===== src/design/two_pass_component_labeler_defines.svh =====
// Assertion macros for the two-pass component labeler.
// Included by tpcl_datapath, which carries the concurrent checks; no other dependencies.
`ifndef TWO_PASS_COMPONENT_LABELER_DEFINES_SVH
`define TWO_PASS_COMPONENT_LABELER_DEFINES_SVH
`ifndef SYNTHESIS
// Check a property on every rising clk_i edge outside reset
`define TPCL_ASSERT(name, prop) \
  name: assert property (@(posedge clk_i) disable iff (!rst_ni) prop) \
    else $error("tpcl assertion failed");
// Check that a condition never holds outside reset
`define TPCL_ASSERT_NEVER(name, cond) \
  name: assert property (@(posedge clk_i) disable iff (!rst_ni) !(cond)) \
    else $error("tpcl forbidden condition seen");
`else
`define TPCL_ASSERT(name, prop)
`define TPCL_ASSERT_NEVER(name, cond)
`endif
`endif


===== src/design/tpcl_pkg.sv =====
// Shared types and constants of the two-pass component labeler.
// No dependencies; imported by the interfaces, top level, controller and datapath.
`default_nettype none
package tpcl_pkg;

  // Sizes
  localparam int MaxWidth   = 1024;
  localparam int LabelCount = 256;
  localparam int LabelW     = 8;
  localparam int WidthW     = 11;
  localparam int ColW       = $clog2(MaxWidth);
  localparam int FillW      = $clog2(MaxWidth + 1);
  localparam int LabelMax   = (LabelCount > 256) ? 255 : LabelCount - 1;
  localparam int WidthReset = 640;
  localparam int WidthMin   = 2;

  // Item kinds
  localparam logic KindPixel   = 1'b0;
  localparam logic KindResolve = 1'b1;

  typedef enum logic [2:0] {
    ST_IDLE,
    ST_ROW_RD,
    ST_PIX_EVAL,
    ST_WALK_RD,
    ST_WALK_CHK,
    ST_COMMIT,
    ST_OUT
  } ctrl_state_e;

  typedef enum logic [1:0] {
    WALK_LEFT,
    WALK_UP,
    WALK_QUERY
  } walk_sel_e;

  typedef struct packed {
    logic              kind;
    logic              start_of_frame;
    logic              pixel_on;
    logic [LabelW-1:0] label_query;
  } tpcl_item_t;

  typedef struct packed {
    logic [LabelW-1:0] label;
    logic              overflow;
  } tpcl_result_t;

  // Controller to datapath
  typedef struct packed {
    logic accept;
    logic eval;
    logic walk_step;
    logic walk_to_up;
    logic link;
    logic resolve;
    logic commit;
    logic out_load;
  } tpcl_cmd_t;

  // Datapath to controller
  typedef struct packed {
    logic need_merge;
    logic root_found;
    logic out_free;
  } tpcl_status_t;

endpackage
`default_nettype wire


===== src/design/tpcl_ctrl.sv =====
// Sequencer of the labeler: steps one item through row read, chain walks,
// table link, commit and result hand-off. Depends on tpcl_pkg.
`default_nettype none
module tpcl_ctrl (
  input  wire logic                   clk_i,
  input  wire logic                   rst_ni,
  input  wire logic                   in_valid_i,
  input  wire logic                   in_kind_i,
  output logic                        in_ready_o,
  input  wire tpcl_pkg::tpcl_status_t status_i,
  output tpcl_pkg::tpcl_cmd_t         cmd_o
);
  import tpcl_pkg::*;

  ctrl_state_e state_q, state_d;
  walk_sel_e   walk_q, walk_d;

  // State registers
  always_ff @(posedge clk_i or negedge rst_ni) begin
    if (!rst_ni) begin
      state_q <= ST_IDLE;
      walk_q  <= WALK_LEFT;
    end else begin
      state_q <= state_d;
      walk_q  <= walk_d;
    end
  end

  // Next state
  always_comb begin
    state_d = state_q;
    walk_d  = walk_q;
    unique case (state_q)
      ST_IDLE: begin
        if (in_valid_i) begin
          if (in_kind_i == KindPixel) begin
            state_d = ST_ROW_RD;
          end else begin
            walk_d  = WALK_QUERY;
            state_d = ST_WALK_RD;
          end
        end
      end
      ST_ROW_RD: state_d = ST_PIX_EVAL;
      ST_PIX_EVAL: begin
        if (status_i.need_merge) begin
          walk_d  = WALK_LEFT;
          state_d = ST_WALK_RD;
        end else begin
          state_d = ST_COMMIT;
        end
      end
      ST_WALK_RD: state_d = ST_WALK_CHK;
      ST_WALK_CHK: begin
        if (!status_i.root_found) begin
          state_d = ST_WALK_RD;
        end else begin
          unique case (walk_q)
            WALK_LEFT: begin
              walk_d  = WALK_UP;
              state_d = ST_WALK_RD;
            end
            WALK_UP:    state_d = ST_COMMIT;
            WALK_QUERY: state_d = ST_OUT;
            default:    state_d = ST_IDLE;
          endcase
        end
      end
      ST_COMMIT: state_d = ST_OUT;
      ST_OUT: begin
        if (status_i.out_free) begin
          state_d = ST_IDLE;
        end
      end
      default: state_d = ST_IDLE;
    endcase
  end

  // Outputs
  always_comb begin
    cmd_o      = '0;
    in_ready_o = 1'b0;
    unique case (state_q)
      ST_IDLE: begin
        in_ready_o   = 1'b1;
        cmd_o.accept = in_valid_i;
      end
      ST_ROW_RD: ;
      ST_PIX_EVAL: cmd_o.eval = 1'b1;
      ST_WALK_RD: ;
      ST_WALK_CHK: begin
        if (!status_i.root_found) begin
          cmd_o.walk_step = 1'b1;
        end else begin
          cmd_o.walk_to_up = (walk_q == WALK_LEFT);
          cmd_o.link       = (walk_q == WALK_UP);
          cmd_o.resolve    = (walk_q == WALK_QUERY);
        end
      end
      ST_COMMIT: cmd_o.commit = 1'b1;
      ST_OUT:    cmd_o.out_load = status_i.out_free;
      default: ;
    endcase
  end

endmodule
`default_nettype wire


===== config.mk =====
export PLATFORM = sky130hd
export DESIGN_NAME = tpcl_ctrl
export DESIGN_NICKNAME = d
export VERILOG_FILES = /design/src/design/two_pass_component_labeler_defines.svh /design/src/design/tpcl_pkg.sv /design/src/design/tpcl_ctrl.sv
export SDC_FILE = /design/constraint.sdc
export NUM_CORES = 1
export LEC_CHECK = 0
export ABC_AREA = 1
export CORE_AREA = 3 3 40 42
export CTS_CLUSTER_DIAMETER = 30
export DETAILED_ROUTE_END_ITERATION = 8
export DIE_AREA = 0 0 43 45
export DONT_BUFFER_PORTS = 1
export HOLD_SLACK_MARGIN = 0.1
export SKIP_LAST_GASP = 1
export SYNTH_ARGS = -nofsm -noshare
export SYNTH_HDL_FRONTEND = slang
export SYNTH_SLANG_ARGS = --single-unit

===== constraint.sdc =====
create_clock -name clk_i -period 1.7 [get_ports clk_i]
set_clock_uncertainty 0.15 [all_clocks]
set_input_delay 0.34 -clock clk_i [delete_from_list [all_inputs] [get_ports clk_i]]
set_output_delay 0.34 -clock clk_i [all_outputs]
set_load 0.005 [all_outputs]

==> impl_metrics.toml <==
[global_routing]
global_route.peak_usage_layer = "met2"
use_met2_pct = 21.3
groute.layer.met1.usage_pct = 17.0
number_of_global_route_vias_before_repair = 462
global_route.usage.total_pct = 13.2
grt_start_max_net_pins = 8
initial_antenna_violation_count = 0
grt_util_met3_pct = 1.99
grt_pass1_wl_um = 1900
grt_remaining_overflow = 0

[power_and_ir_drop]
power.share.switching_pct = 49.3
vdd.ir_drop.worst_mv = 1.14
power.density_cell_area_nw_per_um2 = 1950
clkPwrFrac_pct = 11.1
combinationalPowerShare_pct = 67.6
netSwitchingPower_uw = 592
p_leak_uw = 0.000344
intPower_uw = 608
share_of_total_power_in_sequential_cells_pct = 21.3

[place]
dp_hpwl_um = 936
port_buffers = 0
placement.cell_area_um2 = 527
routabilityCongestion = 0.857
pre_cts_ws_ns = 0.208

[detailed_routing]
detail_route.iter0.violations = 8
route.detailed.vias_per_inst = 4.70
num_vias = 489
route.final.wire_length_um = 1200
detailedRoute.firstPassIterationCount = 4
drt-wirelength-per-cell_um = 11.6
drt.antenna.violating_nets = 0
detail_route.drc_violations = 0

[synth]
synth.area.top_cells = "sky130_fd_sc_hd__dfrtp_1 25%, sky130_fd_sc_hd__nand2_1 14%, sky130_fd_sc_hd__ha_1 10%, sky130_fd_sc_hd__inv_1 9.9%, sky130_fd_sc_hd__nand3_1 8.1%"
cell_taking_the_most_area_after_synthesis = "sky130_fd_sc_hd__dfrtp_1"
ys_ff_latch = 5
yosysUniqueCellTypes = 16
mappedNetlistArea_um2 = 493
ys.warnings.count = 0
synthCells = 76
number_of_nets_in_the_synthesized_netlist = 87
ys_seq_area_share_pct = 25.4
synthDominantCellAreaShare_pct = 25.4
syn_avg_cell_area_um2 = 6.49

[floorplan]
core.rowCount = 13
die_y_um = 45
fp.dieW_um = 43
boundaryPins = 16
design.die.area_um2 = 1940
area_of_the_placeable_core_um2 = 1280
initial_core_util_pct = 38.4

[critical_path]
crit_start = "state_q[1]"
r2r.worst_path.cells = 8
crit_path_max_fanout = 4
setup.worst_path.class = "reg2out"
rr_startpoint = "state_q[1]"
worstSetupStartpointType = "flop"
crit_path_end = "cmd_o[4]"
crit_end_element = "primary output"
timing.critical_path.arrival_ns = 1.22
timing.reg2reg.setup_slack_ns = 0.16
worst_ep_required_time_ns = 1.21
timing.rr.end = "walk_q[0]"

[cts]
cts-root-buf = "sky130_fd_sc_hd__clkbuf_4"
clock_sinks = 5
number_of_buffers_added_by_the_clock_tree_synthesis_step = 3
path_clk_slew_ns = 0.04
cts_tree = "built"
htreeDepth = 1
insertion_delay_ns = 0.24
clockBufferDepth = 2

[finish]
fin_area_um2 = 614
layout-drive-gt1-share_pct = 28.1
layout-area-overhead-vs-synth_pct = 24.6
number_of_antenna_diodes = 0
finalNetCount = 101

[timing]
hold_viol_final = 0
min_period_ns = 1.71
setup_ws_ns = -0.00871
timing.final.max_slew_violations = 0
timing.setup.tns_ns = -0.00871
rsz0062_at_grt = "yes"
max_freq_mhz = 585
hold_ws_ns = 0.170
report.final.setup_viol = 1
final_min_period_over_clock_period_pct = 101
max_slew.worst_pin.slew_ns = 0.226
maxSlewHeadroom_pct = 84.8

[job]
max_cap_viol_count = 0

[run_status]
failed_checks = "negative setup slack"
outcome = "complete, but fails checks"

[min_path]
worstHoldPathType = "in2reg"
[power by group through the flow]
stage               logic [uW]  clock network [uW]  registers [uW]
global route               910                 148             264
floorplan                  494                   0             267
finish                     811                 133             256
CTS                        689                 141             253
detailed placement         682                   0             252
global placement           677                   0             247
[flip-flops by register name, indices dropped and copies added (netlist names)]
signal and flops:
walk_q 2, state_q 3
[critical path: stages (launching register included)]
cell and delay [ns]:
sky130_fd_sc_hd__dfrtp_1 0.39, sky130_fd_sc_hd__inv_2 0.10, sky130_fd_sc_hd__nand2_4 0.07, sky130_fd_sc_hd__nor2_4 0.13
sky130_fd_sc_hd__inv_2 0.07, sky130_fd_sc_hd__nor2_4 0.11, sky130_fd_sc_hd__nand2_2 0.06, sky130_fd_sc_hd__inv_2 0.05
[placed cells by master, fill, tap and decap left out, types with 2 or more instances in the layout]
cell                       Yosys  final
sky130_fd_sc_hd__nand2_1      18     18
sky130_fd_sc_hd__inv_1        13     11
sky130_fd_sc_hd__nor2_1        8      8
sky130_fd_sc_hd__nand3_1       8      8
sky130_fd_sc_hd__buf_4         0      8
sky130_fd_sc_hd__inv_2         4      6
sky130_fd_sc_hd__ha_1          4      4
sky130_fd_sc_hd__dfrtp_1       5      4
sky130_fd_sc_hd__nor2_4        3      3
sky130_fd_sc_hd__nand4_1       3      3
sky130_fd_sc_hd__clkbuf_4      0      3
sky130_fd_sc_hd__nor3_1        2      2
sky130_fd_sc_hd__o21bai_1      2      2
[Yosys cell counts]
library cell                n
sky130_fd_sc_hd__inv_1     13
sky130_fd_sc_hd__a21oi_1    1
sky130_fd_sc_hd__o21bai_1   2
sky130_fd_sc_hd__dfrtp_1    5
sky130_fd_sc_hd__nor3_1     2
sky130_fd_sc_hd__nand3_1    8
sky130_fd_sc_hd__nand2_1   18
sky130_fd_sc_hd__nand3_2    1
sky130_fd_sc_hd__o21ai_0    1
sky130_fd_sc_hd__nor2_1     8
sky130_fd_sc_hd__nand2_2    2
sky130_fd_sc_hd__nand4_1    3
sky130_fd_sc_hd__nor2_4     3
sky130_fd_sc_hd__ha_1       4
sky130_fd_sc_hd__inv_2      4
sky130_fd_sc_hd__nor2_2     1
[cell families after synthesis]
family / count (synthesis) / synth area share, %
simple gates: 46 / 46.4
buf+inv: 17 / 12.9
flops: 5 / 25.4
compound gates: 4 / 5.07
fa+ha+maj: 4 / 10.2
[repair_timing]
action,CTS,global route
setup buffers,0,6
gates resized for setup,1,3
hold buffers,1,0
endpoints found under the hold margin,5,0
endpoints found under the setup margin,1,4
pin swaps,0,4
cloned,0,0
[worst min path at each step]
stage	end	cells past startpoint	start
2_1_floorplan	state_q[0]	0	rst_ni
3_3_place_gp	walk_q[1]	0	rst_ni
3_5_place_dp	walk_q[0]	0	rst_ni
4_1_cts	state_q[0]	3	status_i[1]
5_1_grt	state_q[0]	3	status_i[1]
6_report	state_q[0]	3	status_i[1]
[final cells by class]
class	instances	area [um2]
tap	15	18.8
multi-input combinational	54	309
fill	133	671
timing repair buffer	9	70.1
sequential	5	126
clock buffer	4	26.3
inverter	17	63.8
[through the flow]
| step | instances | util (%) | power (uW) |
|---|---|---|---|
| final | 104 | 47.8 | 1200 |
| after global routing | 104 | 47.8 | 1320 |
| after CTS | 98 | 43.9 | 1080 |
| after detailed placement | 93 | 41.0 | 934 |
| after global placement | 93 | 41.0 | 924 |
| after floorplan | 76 | - | 761 |
[metal layers]
layer	share of wire (%)	up-vias
met5	0	-
met4	0	0
met3	3.8	0
met2	50	10
met1	46	218
li1	-	261
(Power assumes the default switching activity.)
